**src/hdl/cpal_pkg.sv**
```systemverilog
`timescale 1ns / 1ps
// ----------------------------------------------------------------------------
// cpal_pkg: shared types and constants of the cascaded attitude loop
// Field widths, fixed-point format, register codes and reset values, and the
// gain set that the top level hands to the serial PID core.
// ----------------------------------------------------------------------------
package cpal_pkg;

  // Q12.4 angles and rates, Q4.12 gains
  localparam int DATA_W = 16;
  localparam int GAIN_W = 16;
  localparam int LIM_W  = 15;
  localparam int FRAC_W = 12;

  // Configuration port
  localparam int CFG_IDX_W  = 3;
  localparam int CFG_DATA_W = 16;

  // Defaults of the top-level parameters
  localparam int INTEGRAL_LIMIT_DEF = 160;
  localparam int ANGLE_WRAP_DEF     = 0;

  // Half and full turn in Q12.4 degrees
  localparam int HALF_TURN = 2880;
  localparam int FULL_TURN = 5760;

  // Register reset values
  localparam logic [GAIN_W-1:0] OUTER_KP_RST  = GAIN_W'(32768);
  localparam logic [GAIN_W-1:0] OUTER_KI_RST  = GAIN_W'(0);
  localparam logic [GAIN_W-1:0] OUTER_KD_RST  = GAIN_W'(0);
  localparam logic [LIM_W-1:0]  OUTER_LIM_RST = LIM_W'(3200);
  localparam logic [GAIN_W-1:0] INNER_KP_RST  = GAIN_W'(328);
  localparam logic [GAIN_W-1:0] INNER_KI_RST  = GAIN_W'(0);
  localparam logic [GAIN_W-1:0] INNER_KD_RST  = GAIN_W'(492);
  localparam logic [LIM_W-1:0]  INNER_LIM_RST = LIM_W'(320);

  // Register indexes
  typedef enum logic [CFG_IDX_W-1:0] {
    CFG_OUTER_KP  = 3'd0,
    CFG_OUTER_KI  = 3'd1,
    CFG_OUTER_KD  = 3'd2,
    CFG_OUTER_LIM = 3'd3,
    CFG_INNER_KP  = 3'd4,
    CFG_INNER_KI  = 3'd5,
    CFG_INNER_KD  = 3'd6,
    CFG_INNER_LIM = 3'd7
  } cfg_idx_e;

  // Gain set of one PID loop
  typedef struct packed {
    logic [GAIN_W-1:0] kp;
    logic [GAIN_W-1:0] ki;
    logic [GAIN_W-1:0] kd;
    logic [LIM_W-1:0]  limit;
  } pid_gains_t;

endpackage

```
**src/hdl/cpal_pid_serial.sv**
```systemverilog
`timescale 1ns / 1ps
// ----------------------------------------------------------------------------
// cpal_pid_serial: bit-serial PID term engine
// Forms P, I and D products with three serial-parallel multipliers that take
// one gain bit per cycle, then adds the shifted terms and clamps the sum to
// the output limit.
// ----------------------------------------------------------------------------
module cpal_pid_serial (
  input  logic                       clk_i,
  input  logic                       rst_ni,
  input  logic                       start_i,
  input  logic [cpal_pkg::DATA_W-1:0] err_i,    // signed error
  input  logic [cpal_pkg::DATA_W-1:0] prev_i,   // signed previous error
  input  logic [cpal_pkg::DATA_W-1:0] integ_i,  // signed updated integral
  input  cpal_pkg::pid_gains_t        gains_i,
  output logic                       done_o,
  output logic [cpal_pkg::DATA_W-1:0] out_o     // signed clamped result
);
  import cpal_pkg::*;

  localparam int OP_W   = DATA_W + 1;
  localparam int ACC_W  = OP_W + 1;
  localparam int PROD_W = ACC_W + GAIN_W - FRAC_W;
  localparam int SUM_W  = PROD_W + 2;
  localparam int CNT_W  = $clog2(GAIN_W);
  localparam int NTERM  = 3;
  localparam int TERM_P = 0;
  localparam int TERM_I = 1;
  localparam int TERM_D = 2;

  logic [OP_W-1:0]   op_q   [NTERM];
  logic [GAIN_W-1:0] gsh_q  [NTERM];
  logic [ACC_W-1:0]  acc_q  [NTERM];
  logic [GAIN_W-1:0] lo_q   [NTERM];
  logic [ACC_W-1:0]  acc_d  [NTERM];
  logic [GAIN_W-1:0] lo_d   [NTERM];
  logic [ACC_W-1:0]  psum   [NTERM];
  logic [OP_W-1:0]   op_start [NTERM];
  logic [LIM_W-1:0]  lim_q;
  logic [CNT_W-1:0]  cnt_q;
  logic              busy_q;
  logic              fin_q;
  logic              done_q;
  logic [DATA_W-1:0] out_q;
  logic signed [SUM_W-1:0] term_sum;
  logic signed [SUM_W-1:0] lim_s;
  logic [DATA_W-1:0] out_d;

  // Widen operands; the derivative difference keeps its full 17 bits
  always_comb begin
    op_start[TERM_P] = {err_i[DATA_W-1], err_i};
    op_start[TERM_I] = {integ_i[DATA_W-1], integ_i};
    op_start[TERM_D] = {err_i[DATA_W-1], err_i} - {prev_i[DATA_W-1], prev_i};
  end

  // One multiplier step per term: add, then shift one bit into the low word
  always_comb begin
    for (int t = 0; t < NTERM; t++) begin
      psum[t]  = acc_q[t] + (gsh_q[t][0] ? {op_q[t][OP_W-1], op_q[t]} : '0);
      acc_d[t] = {psum[t][ACC_W-1], psum[t][ACC_W-1:1]};
      lo_d[t]  = {psum[t][0], lo_q[t][GAIN_W-1:1]};
    end
  end

  // Sum the products shifted right by FRAC_W and clamp to the limit
  always_comb begin
    term_sum = '0;
    for (int t = 0; t < NTERM; t++) begin
      term_sum = term_sum + SUM_W'($signed({acc_q[t], lo_q[t][GAIN_W-1:FRAC_W]}));
    end
    lim_s = $signed({{(SUM_W-LIM_W){1'b0}}, lim_q});
    if (term_sum > lim_s) begin
      out_d = DATA_W'(lim_s);
    end else if (term_sum < -lim_s) begin
      out_d = DATA_W'(-lim_s);
    end else begin
      out_d = DATA_W'(term_sum);
    end
  end

  // Datapath registers
  always_ff @(posedge clk_i) begin
    if (start_i) begin
      for (int t = 0; t < NTERM; t++) begin
        op_q[t]  <= op_start[t];
        acc_q[t] <= '0;
        lo_q[t]  <= '0;
      end
      gsh_q[TERM_P] <= gains_i.kp;
      gsh_q[TERM_I] <= gains_i.ki;
      gsh_q[TERM_D] <= gains_i.kd;
      lim_q         <= gains_i.limit;
    end else if (busy_q) begin
      for (int t = 0; t < NTERM; t++) begin
        acc_q[t] <= acc_d[t];
        lo_q[t]  <= lo_d[t];
        gsh_q[t] <= gsh_q[t] >> 1;
      end
    end
    if (fin_q) begin
      out_q <= out_d;
    end
  end

  // Sequence: GAIN_W shift steps, one sum cycle, then a done pulse
  always_ff @(posedge clk_i or negedge rst_ni) begin
    if (!rst_ni) begin
      cnt_q  <= '0;
      busy_q <= 1'b0;
      fin_q  <= 1'b0;
      done_q <= 1'b0;
    end else begin
      fin_q  <= 1'b0;
      done_q <= fin_q;
      if (start_i) begin
        cnt_q  <= '0;
        busy_q <= 1'b1;
      end else if (busy_q) begin
        cnt_q <= cnt_q + 1'b1;
        if (cnt_q == CNT_W'(GAIN_W - 1)) begin
          busy_q <= 1'b0;
          fin_q  <= 1'b1;
        end
      end
    end
  end

  assign done_o = done_q;
  assign out_o  = out_q;

  // A new update never starts over one in flight
  assert property (@(posedge clk_i) disable iff (!rst_ni)
    start_i |-> !busy_q && !fin_q)
    else $error("pid core started while busy");

  // The sum cycle follows the last shift step
  assert property (@(posedge clk_i) disable iff (!rst_ni)
    $fell(busy_q) |-> fin_q && !done_q)
    else $error("pid core lost its sum cycle");

  // A delivered result lies within the captured limit
  assert property (@(posedge clk_i) disable iff (!rst_ni)
    done_q |-> ($signed(out_q) <= $signed({1'b0, lim_q}))
            && ($signed(out_q) >= -$signed({1'b0, lim_q})))
    else $error("pid core result outside its limit");

endmodule

```
**src/hdl/cascaded_pid_attitude_loop.sv**
```systemverilog
`timescale 1ns / 1ps
// ----------------------------------------------------------------------------
// cascaded_pid_attitude_loop: one axis of an angle/rate cascaded PID
// Angle PID feeds a rate target to a rate PID; both run on one bit-serial
// PID engine, first the angle loop, then the rate loop.
// ----------------------------------------------------------------------------
// Usage:
//   Input word (s_axis): target angle, measured angle and measured rate,
//   signed Q12.4. Output word (m_axis): drive and rate target, signed Q12.4.
//   Each accepted input word yields exactly one output word.
//   Gains and limits are written through cfg_we_i / cfg_idx_i / cfg_data_i
//   while the block is idle; writes take effect on the next input word.
//   Each loop update passes through the shared engine in 16 gain-bit steps,
//   one sum and one handoff, and the block takes a new word only once the
//   last one has left the hold state.
//   s_axis_tready is high only while no word is in work. A finished result
//   waits in a hold state until the output register is free, so a stalled
//   receiver delays the next input word but never loses a result.
//   Reset loads the default gains and limits and clears both integrals and
//   previous errors; no output is valid after reset.
// ----------------------------------------------------------------------------
module cascaded_pid_attitude_loop #(
  parameter int INTEGRAL_LIMIT = cpal_pkg::INTEGRAL_LIMIT_DEF,
  parameter int ANGLE_WRAP     = cpal_pkg::ANGLE_WRAP_DEF
) (
  input  logic                           clk_i,
  input  logic                           rst_ni,
  // configuration write port
  input  logic                           cfg_we_i,
  input  logic [cpal_pkg::CFG_IDX_W-1:0]  cfg_idx_i,
  input  logic [cpal_pkg::CFG_DATA_W-1:0] cfg_data_i,
  // input stream
  input  logic                           s_axis_tvalid,
  output logic                           s_axis_tready,
  input  logic [3*cpal_pkg::DATA_W-1:0]   s_axis_tdata,  // target_angle, measured_angle,
                                                          // measured_rate
  // output stream
  output logic                           m_axis_tvalid,
  input  logic                           m_axis_tready,
  output logic [2*cpal_pkg::DATA_W-1:0]   m_axis_tdata   // drive, rate_target
);
  import cpal_pkg::*;

  localparam int DIFF_W = DATA_W + 2;
  localparam int INT_W  = DATA_W + 1;

  typedef enum logic [3:0] {
    ST_IDLE  = 4'b0001,
    ST_OUTER = 4'b0010,
    ST_INNER = 4'b0100,
    ST_HOLD  = 4'b1000
  } state_e;

  state_e            state_q, state_d;
  pid_gains_t        outer_gains_q, inner_gains_q, core_gains;
  logic [DATA_W-1:0] outer_int_q, outer_prev_q, inner_int_q, inner_prev_q;
  logic [DATA_W-1:0] rate_q, rate_tgt_q, drive_q;
  logic [2*DATA_W-1:0] m_data_q;
  logic              m_valid_q;
  logic              in_accept, out_load, core_start, core_done;
  logic [DATA_W-1:0] core_out, core_err, core_prev, core_integ;
  logic [DATA_W-1:0] tgt_in, meas_in, rate_in;
  logic [DATA_W-1:0] angle_err, rate_err, outer_int_new, inner_int_new;
  logic signed [DIFF_W-1:0] angle_diff, angle_wrapped, rate_diff;

  function automatic logic [DATA_W-1:0] sat_data(input logic signed [DIFF_W-1:0] v);
    if (v > DIFF_W'(2**(DATA_W-1) - 1)) begin
      sat_data = {1'b0, {(DATA_W-1){1'b1}}};
    end else if (v < -DIFF_W'(2**(DATA_W-1))) begin
      sat_data = {1'b1, {(DATA_W-1){1'b0}}};
    end else begin
      sat_data = DATA_W'(v);
    end
  endfunction

  function automatic logic [DATA_W-1:0] clamp_int(input logic [DATA_W-1:0] acc,
                                                  input logic [DATA_W-1:0] e);
    logic signed [INT_W-1:0] s;
    logic signed [INT_W-1:0] lim;
    s   = $signed({acc[DATA_W-1], acc}) + $signed({e[DATA_W-1], e});
    lim = INT_W'(INTEGRAL_LIMIT);
    if (s > lim) begin
      clamp_int = DATA_W'(lim);
    end else if (s < -lim) begin
      clamp_int = DATA_W'(-lim);
    end else begin
      clamp_int = DATA_W'(s);
    end
  endfunction

  assign tgt_in  = s_axis_tdata[DATA_W-1:0];
  assign meas_in = s_axis_tdata[2*DATA_W-1:DATA_W];
  assign rate_in = s_axis_tdata[3*DATA_W-1:2*DATA_W];

  assign s_axis_tready = (state_q == ST_IDLE);
  assign in_accept     = s_axis_tvalid && s_axis_tready;
  assign out_load      = (state_q == ST_HOLD) && (!m_valid_q || m_axis_tready);

  // Angle error, optionally shifted by a full turn past a half turn, then saturated
  always_comb begin
    angle_diff = $signed({{2{tgt_in[DATA_W-1]}}, tgt_in})
               - $signed({{2{meas_in[DATA_W-1]}}, meas_in});
    angle_wrapped = angle_diff;
    if (ANGLE_WRAP != 0) begin
      if (angle_diff > DIFF_W'(HALF_TURN)) begin
        angle_wrapped = angle_diff - DIFF_W'(FULL_TURN);
      end else if (angle_diff < -DIFF_W'(HALF_TURN)) begin
        angle_wrapped = angle_diff + DIFF_W'(FULL_TURN);
      end
    end
    angle_err = sat_data(angle_wrapped);
  end

  // Rate error from the fresh rate target
  always_comb begin
    rate_diff = $signed({{2{core_out[DATA_W-1]}}, core_out})
              - $signed({{2{rate_q[DATA_W-1]}}, rate_q});
    rate_err  = sat_data(rate_diff);
  end

  assign outer_int_new = clamp_int(outer_int_q, angle_err);
  assign inner_int_new = clamp_int(inner_int_q, rate_err);

  // Steer the shared engine to the angle loop or the rate loop
  assign core_start = in_accept || ((state_q == ST_OUTER) && core_done);
  always_comb begin
    if (state_q == ST_OUTER) begin
      core_err   = rate_err;
      core_prev  = inner_prev_q;
      core_integ = inner_int_new;
      core_gains = inner_gains_q;
    end else begin
      core_err   = angle_err;
      core_prev  = outer_prev_q;
      core_integ = outer_int_new;
      core_gains = outer_gains_q;
    end
  end

  cpal_pid_serial u_pid (
    .clk_i   (clk_i),
    .rst_ni  (rst_ni),
    .start_i (core_start),
    .err_i   (core_err),
    .prev_i  (core_prev),
    .integ_i (core_integ),
    .gains_i (core_gains),
    .done_o  (core_done),
    .out_o   (core_out)
  );

  // Sequencer
  always_comb begin
    state_d = state_q;
    unique case (state_q)
      ST_IDLE:  if (in_accept) state_d = ST_OUTER;
      ST_OUTER: if (core_done) state_d = ST_INNER;
      ST_INNER: if (core_done) state_d = ST_HOLD;
      ST_HOLD:  if (out_load)  state_d = ST_IDLE;
      default:  state_d = ST_IDLE;
    endcase
  end

  // Configuration registers
  always_ff @(posedge clk_i or negedge rst_ni) begin
    if (!rst_ni) begin
      outer_gains_q <= '{kp: OUTER_KP_RST, ki: OUTER_KI_RST, kd: OUTER_KD_RST,
                         limit: OUTER_LIM_RST};
      inner_gains_q <= '{kp: INNER_KP_RST, ki: INNER_KI_RST, kd: INNER_KD_RST,
                         limit: INNER_LIM_RST};
    end else if (cfg_we_i) begin
      unique case (cfg_idx_e'(cfg_idx_i))
        CFG_OUTER_KP:  outer_gains_q.kp    <= cfg_data_i;
        CFG_OUTER_KI:  outer_gains_q.ki    <= cfg_data_i;
        CFG_OUTER_KD:  outer_gains_q.kd    <= cfg_data_i;
        CFG_OUTER_LIM: outer_gains_q.limit <= cfg_data_i[LIM_W-1:0];
        CFG_INNER_KP:  inner_gains_q.kp    <= cfg_data_i;
        CFG_INNER_KI:  inner_gains_q.ki    <= cfg_data_i;
        CFG_INNER_KD:  inner_gains_q.kd    <= cfg_data_i;
        CFG_INNER_LIM: inner_gains_q.limit <= cfg_data_i[LIM_W-1:0];
        default: ;
      endcase
    end
  end

  // Loop state and control
  always_ff @(posedge clk_i or negedge rst_ni) begin
    if (!rst_ni) begin
      state_q      <= ST_IDLE;
      outer_int_q  <= '0;
      outer_prev_q <= '0;
      inner_int_q  <= '0;
      inner_prev_q <= '0;
      m_valid_q    <= 1'b0;
    end else begin
      state_q <= state_d;
      if (in_accept) begin
        outer_int_q  <= outer_int_new;
        outer_prev_q <= angle_err;
      end
      if ((state_q == ST_OUTER) && core_done) begin
        inner_int_q  <= inner_int_new;
        inner_prev_q <= rate_err;
      end
      if (out_load) begin
        m_valid_q <= 1'b1;
      end else if (m_axis_tready) begin
        m_valid_q <= 1'b0;
      end
    end
  end

  // Payload registers
  always_ff @(posedge clk_i) begin
    if (in_accept) begin
      rate_q <= rate_in;
    end
    if ((state_q == ST_OUTER) && core_done) begin
      rate_tgt_q <= core_out;
    end
    if ((state_q == ST_INNER) && core_done) begin
      drive_q <= core_out;
    end
    if (out_load) begin
      m_data_q <= {rate_tgt_q, drive_q};
    end
  end

  assign m_axis_tvalid = m_valid_q;
  assign m_axis_tdata  = m_data_q;

  // Output word is only loaded from the hold state
  assert property (@(posedge clk_i) disable iff (!rst_ni)
    $rose(m_valid_q) |-> $past(state_q == ST_HOLD))
    else $error("output word loaded outside hold state");

  // The engine only finishes while a loop update is pending
  assert property (@(posedge clk_i) disable iff (!rst_ni)
    core_done |-> (state_q == ST_OUTER) || (state_q == ST_INNER))
    else $error("engine finished with no update pending");

  // A pending result is never overwritten
  assert property (@(posedge clk_i) disable iff (!rst_ni)
    out_load |-> !m_valid_q || m_axis_tready)
    else $error("output word overwritten");

endmodule

```
**config.mk**
```make
export PLATFORM = sky130hd
export DESIGN_NAME = cascaded_pid_attitude_loop
export DESIGN_NICKNAME = d
export VERILOG_FILES = /design/src/hdl/cpal_pkg.sv /design/src/hdl/cpal_pid_serial.sv /design/src/hdl/cascaded_pid_attitude_loop.sv
export SDC_FILE = /design/constraint.sdc
export NUM_CORES = 1
export LEC_CHECK = 0
export ABC_AREA = 1
export BUFFER_PORTS_ARGS = -buffer_cell sky130_fd_sc_hd__buf_2
export CAP_MARGIN = 5
export CORE_AREA = 2 2 234 259
export CTS_CLUSTER_SIZE = 10
export DETAILED_ROUTE_END_ITERATION = 7
export DIE_AREA = 0 0 236 261
export PLACE_DENSITY = 0.65
export SYNTH_ARGS = -nofsm -noshare
export SYNTH_HDL_FRONTEND = slang
export SYNTH_SLANG_ARGS = --single-unit
```
**constraint.sdc**
```tcl
create_clock -name clk_i -period 6 [get_ports clk_i]
set_input_delay 0.6 -clock clk_i [delete_from_list [all_inputs] [get_ports clk_i]]
set_output_delay 0.6 -clock clk_i [all_outputs]
set_load 0.005 [all_outputs]
```
# ---- After elaboration in Yosys (flattened, before gate mapping)
# Memory sizes are Yosys's and may differ from the RTL's.
# Index checks and enable logic that the tools add are counted.
dict set report classes {
  add_sub_neg 12
  n_mul 0
  n_div 0
  magnitude_cmp 10
  eq_ne 16
  shift 0
  n_mux 46
  bitwise_logic 9
  n_reduce_logical 19
}
# op count
set op_table {}
lappend op_table {{$mux 16} 18}
lappend op_table {{$mux 18} 6}
lappend op_table {{$mux 63} 1}
lappend op_table {{$add 18x18->18} 3}
lappend op_table {{$sub 16x16->17} 3}
lappend op_table {{$add 16x16->17} 2}
lappend op_table {{$gt 17x16->1 const B} 2}
lappend op_table {{$gt 17x9->1 const B} 2}
lappend op_table {{$lt 17x16->1 const B} 2}
lappend op_table {{$lt 17x9->1 const B} 2}
lappend op_table {{$add 23x22->24} 1}
lappend op_table {{$gt 24x16->1} 1}
lappend op_table {{$lt 24x24->1} 1}
lappend op_table {{$mux 4} 6}
lappend op_table {{$neg 15->24} 1}
lappend op_table {{$add 22x22->23} 1}
lappend op_table {{$pmux 4 s4} 1}
lappend op_table {{$reduce_and 2->1} 8}
lappend op_table {{$mux 15} 1}
lappend op_table {{$mux 1} 13}
lappend op_table {{$eq 3x3->1 const B} 4}
lappend op_table {{$or 1x1->1} 9}
lappend op_table {{$eq 4x4->1 const B} 2}
lappend op_table {{$eq 3x2->1 const B} 2}
lappend op_table {{13 further kinds} 20}
dict set report word_totals {
  ff_bits 313
  latch_bits 0
  ramBits 201
  mem_bits_ro 0
  in_bits 72
  out_inout_bits 34
  wordCells 141
  mem_count 4
}
# memory words width read_ports rd_clocked_by_memory_dff wr line_no
set mem_list {}
lappend mem_list {u_pid.acc_q 3 18 3 0 3 cpal_pid_serial.sv:33} ;# logic [ACC_W-1:0] acc_q [NTERM];
lappend mem_list {u_pid.op_q 3 17 3 0 3 cpal_pid_serial.sv:31} ;# logic [OP_W-1:0] op_q [NTERM];
lappend mem_list {u_pid.gsh_q 3 16 3 0 3 cpal_pid_serial.sv:32} ;# logic [GAIN_W-1:0] gsh_q [NTERM];
lappend mem_list {u_pid.lo_q 3 16 3 0 3 cpal_pid_serial.sv:34} ;# logic [GAIN_W-1:0] lo_q [NTERM];

# ---- Longest topological paths before layout
dict set report depth {
  depth_word 9
  depth_mapped 35
  ltp_nobuf 35
}

# ---- Hierarchy
# A second synthesis with hierarchy kept.
dict set report unflattened {
  cells_unflattened 3571
  area_unflattened_um2 29181.7
}
# module instances cells_each area_per_inst_um2
set by_module_without_submodules {}
lappend by_module_without_submodules {cascaded_pid_attitude_loop 1 2031 15765.1}
lappend by_module_without_submodules {cpal_pid_serial 1 1540 13416.6}

# ---- Worst setup path before layout
# No wires, ideal clock.
dict set report synth_timing {
  kind {register -> register}
  from {register state_q[0]}
  to {memory u_pid.acc_q[0][0] (netlist bit), enable pin}
  setup_ps 474
  arrival_time_ps 4622
  slack_ps 904
  stages_incl_launch_ff 9
  path_buffers 0
  period_less_slack_ps 5096
  path_cell_list {dfstp_2 -> inv_2 -> nor3_2 -> inv_2 -> nor2_2 -> inv_2 -> nand2_2 -> inv_1 -> nand2_1}
}
# item line_no
set synth_lines {}
lappend synth_lines {{start: declaration} cascaded_pid_attitude_loop.sv:54} ;# state_e state_q, state_d;
lappend synth_lines {{start signal: assignment} cascaded_pid_attitude_loop.sv:196} ;# state_q <= state_d;
lappend synth_lines {{end: declaration} cpal_pid_serial.sv:33}

==> run summary <==
The synthesized netlist occupies a cell area of 28710 µm². When the netlist entered floorplanning its net count stood at 3752. The worst path uses 90.14% of the clock period.

The placeable core area is 59160 µm². By area the synthesized netlist is led by sky130_fd_sc_hd__edfxtp_1 (28%), sky130_fd_sc_hd__dfrtp_1 (16%), sky130_fd_sc_hd__nand2_1 (14%), sky130_fd_sc_hd__ha_1 (8.4%), sky130_fd_sc_hd__inv_1 (5.4%). The logs give 0.59 ns for the setup slack on the worst flop-to-flop path and 0 ns for the summed negative setup slack over all endpoints. The via count of the first global-routing pass is 22285. Setup repair after global routing left no endpoint under its margin. In the final routed layout, each cell accounts on average for 16.68 µm.

The share of synthesized area in the top cell type comes to 28.34%. Yosys mapped the design onto 53 distinct sky130hd cell types. The kind of capture point of the worst setup path was a flop.

The worst slew margin relative to its limit is 22.10%. The beginning of the worst register-to-register path is u_pid.out_o[0]$_DFFE_PP_. Class of the most critical hold timing path: input port to async pin. STA classifies the critical path startpoint as a flop.

The number of CTS-inserted buffers is 55, and the number of warnings reported in the yosys synthesis log is 0. The clock reaches the later pin of the worst-skew pair after 0.62 ns. The clock root buffer is sky130_fd_sc_hd__clkbuf_16. In this design, the critical path's most frequently occurring cell is sky130_fd_sc_hd__nand2_1. Once the clock tree was built, the setup fixing pass inserted 0 buffers. In the routed design, unresolved DRC markers number 0. Row generation in the floorplan step produced 94 rows. For this run, the post-layout net count is 3845.

The synthesis-to-finish area growth is 10.39%, and the first-pass iteration count of the detailed router is 6. The mean number of vias per cell is 5.281, and the count of hold-fix buffers inserted at cts is 0. The number of DRC markers after the initial detailed-route iteration is 1500. The number of hold violations in the final report came out at 0. The largest individual stage delay along the critical path comes from the cell sky130_fd_sc_hd__o21bai_2.

The logs give 34920 µm for the routed length on met2 and 3797 µm for the wire length on met3. The tools report the critical path data required time as 6.37 ns. Across all layers, the routed design uses 23057 vias. The average instance in the mapped netlist occupies 8.303 µm². Once the clock tree was built, the resizer swapped 0 gates to a different size. Clock-pin slew was measured on the worst setup and hold paths at 0.06 ns. After synthesis, the share of flip-flops with an asynchronous set or reset is 42.71%. Yosys mapped a number of flops with a built-in enable equal to 271.

From bottom edge to top edge, the die measures 261 µm. 106 I/O pins were placed. The logs give 2 for the H-tree depth and 3 for the number of antenna violations at the first check in global routing. Summed over all layers, the global routing overflow is 0.

The maximum clock skew at final layout is 0.02531 ns, and the actual transition at the worst max-transition pin is 1.166 ns. Fmax: 0.1849 GHz. The total global-route track usage was 23.78%; the flop and latch count out of synthesis was 473. The initial utilization of the core area, before any placement, comes to 48.53%. Clock tree synthesis found a total of 473 sinks.

In this run the top signal layer used is met5. Among all flip-flop cells after synthesis, the most frequent one is sky130_fd_sc_hd__edfxtp_1. Counting along the longest clock path gives a buffer depth of 3.

Summed over all nets, the half-perimeter wirelength after detailed placement is 54370 µm. The sequential-to-total area share from yosys stat was 46.02%. In this run the critical register-to-register path is captured at u_pid.op_q[0][22]$_DFFE_PP_.

The die extent in x is 236 µm. TritonCTS built the clock tree. By startpoint and endpoint, the worst setup path is classified as flop to flop. Of all nets on the critical path, the largest fanout is 15. The worst path in the final design needs a cycle of 5.409 ns, including I/O delays and setup. Max-cap violations in this run came to 0.

Counting the fill cells in the layout gives 5570. Port buffering added 105 buffers. The flow ran to the end, and the final reports show no timing, DRC or antenna violations. The fraction of final layout cells with drive strength greater than 1 came out at 8.090%. The total die area was 61600 µm²; the sum of routed wire length over all layers was 72840 µm. The first-pass GRT wire length was 116400 µm. The max-slew violation count is 0.

For the number of nets with antenna violations after routing, the log shows 0. The largest area contributor in the netlist is sky130_fd_sc_hd__edfxtp_1. Entering global routing, the biggest net connects 114 pins. The run gives 0.9179 as the global placement routability congestion.

For the worst flop-to-flop path, the logic depth is 30. The number of instances in the synthesized netlist came out at 3458. In this run the worst setup path begins at u_pid.out_o[0]$_DFFE_PP_. The maximum cell stage delay along the critical path is 0.43 ns. The run gives 31570 µm as the routed metal-1 wirelength. Setup violations remaining at the end of the flow were counted as 0. At the worst endpoint, the arrival time is 5.77 ns.
-- per-layer routing --
metal / up-vias / track usage [%]
li1: 11606 / -
met4: 4 / 8.846
met3: 132 / 3.573
met5: - / 0
met1: 10757 / 30.17
met2: 558 / 41.40
-- synthesized netlist by cell type, drive strengths merged, types with 41 or more instances --
cell type  count
a21oi        190
a31oi         50
buf           41
clkbuf        54
dfrtp        186
edfxtp       271
ha           192
inv          429
nand2       1134
nand3        146
nand4         55
nor2         210
o21ai        265
xor2          43
-- metrics by stage --
step / worst slack, ns / instance area (µm²) / hold WS (ns) / std cells / utilization (%)
after floorplan: 0.9040 / 28710 / 0.3044 / 3458 / -
after global placement: 0.5320 / 29990 / 0.4004 / 4262 / 50.69
after detailed placement: 0.4783 / 29990 / 0.4045 / 4262 / 50.69
after CTS: 0.6277 / 31690 / 0.1569 / 4365 / 53.57
after global routing: 0.07453 / 31700 / 0.1556 / 4366 / 53.58
final: 0.5915 / 31700 / 0.1349 / 4366 / 53.58
-- cell usage in the layout (no fill, tap or decap), types with 4 or more instances in the layout --
cell                           n
sky130_fd_sc_hd__buf_2       104
sky130_fd_sc_hd__nand4_1      55
sky130_fd_sc_hd__dfstp_2      16
sky130_fd_sc_hd__o21bai_1      8
sky130_fd_sc_hd__dfrtp_1     186
sky130_fd_sc_hd__edfxtp_1    271
sky130_fd_sc_hd__nor3_1       15
sky130_fd_sc_hd__nand2_4      11
sky130_fd_sc_hd__o21bai_2      4
sky130_fd_sc_hd__nor2_2        5
sky130_fd_sc_hd__nand2_2      18
sky130_fd_sc_hd__a21o_1        6
sky130_fd_sc_hd__buf_4        24
sky130_fd_sc_hd__and2_1        7
sky130_fd_sc_hd__o21ai_0     250
sky130_fd_sc_hd__ha_1        192
sky130_fd_sc_hd__inv_2        14
sky130_fd_sc_hd__or2_2         8
sky130_fd_sc_hd__nand3_1     143
sky130_fd_sc_hd__o31ai_1       7
sky130_fd_sc_hd__nand2_1    1105
sky130_fd_sc_hd__clkbuf_8      4
sky130_fd_sc_hd__o21ai_2       4
sky130_fd_sc_hd__clkbuf_1     38
sky130_fd_sc_hd__clkbuf_16    56
sky130_fd_sc_hd__a21oi_1     190
sky130_fd_sc_hd__fa_1         30
sky130_fd_sc_hd__o21ai_1      11
sky130_fd_sc_hd__a21boi_0      6
sky130_fd_sc_hd__a31oi_1      50
sky130_fd_sc_hd__xor2_1       43
sky130_fd_sc_hd__o21a_1       16
sky130_fd_sc_hd__nor2_1      203
sky130_fd_sc_hd__mux2i_1      15
sky130_fd_sc_hd__nor3_2        8
sky130_fd_sc_hd__inv_1       413
sky130_fd_sc_hd__xnor2_1      21
sky130_fd_sc_hd__nand3b_1     12
-- layout make-up --
class,count,area [µm²],area share [%]
flip-flops and latches,473,13210,41.69
clock buffers,97,1585,5.002
repair buffers,131,754.5,2.380
clock inverters,6,118.9,0.3750
inverters,429,1615,5.096
multi-input cells,2461,13450,42.42
well taps,768,960.9,3.032
diodes,1,2.502,0.007895
-- cells by family after synthesis --
logic type	share of synthesized area, %
and+or+nand+nor	23.22
AOI/OAI and AO/OA	10.59
buffers and inverters	7.238
DFF	46.02
adders and majority gates	10.46
xor gates and xnor gates	1.952
muxes	0.5229
-- worst max path at each step --
stage	end	slack, ns	cells past startpoint
detailed placement	u_pid.op_q[0][22]$_DFFE_PP_	0.48	32
global placement	u_pid.op_q[0][22]$_DFFE_PP_	0.53	32
finish	u_pid.op_q[0][22]$_DFFE_PP_	0.59	30
floorplan	u_pid.acc_q[0][0]$_SDFFCE_PN0P_	0.90	8
CTS	u_pid.op_q[0][22]$_DFFE_PP_	0.63	33
global route	u_pid.op_q[0][22]$_DFFE_PP_	0.07	33
-- critical path: cells and delay by family, from the launching register on --
| family | cells | cell delay (ns) |
|---|---|---|
| adders and majority gates | 4 | 1.28 |
| buffers and inverters | 4 | 0.32 |
| DFF | 1 | 0.36 |
| xor gates and xnor gates | 1 | 0.07 |
| AOI/OAI and AO/OA | 2 | 0.62 |
| and+or+nand+nor | 19 | 2.51 |
-- registers in the layout (all words and copies together) (netlist names), 32 cells and up --
| name | cells |
|---|---|
| outer_gains_q | 63 |
| u_pid.gsh_q | 48 |
| u_pid.acc_q | 51 |
| u_pid.op_q | 49 |
| inner_gains_q | 63 |
| m_axis_tdata | 32 |
Power is left out: the tool's default activity adds up to more than one toggle a clock period on the data nets, which glitch-free logic cannot reach.
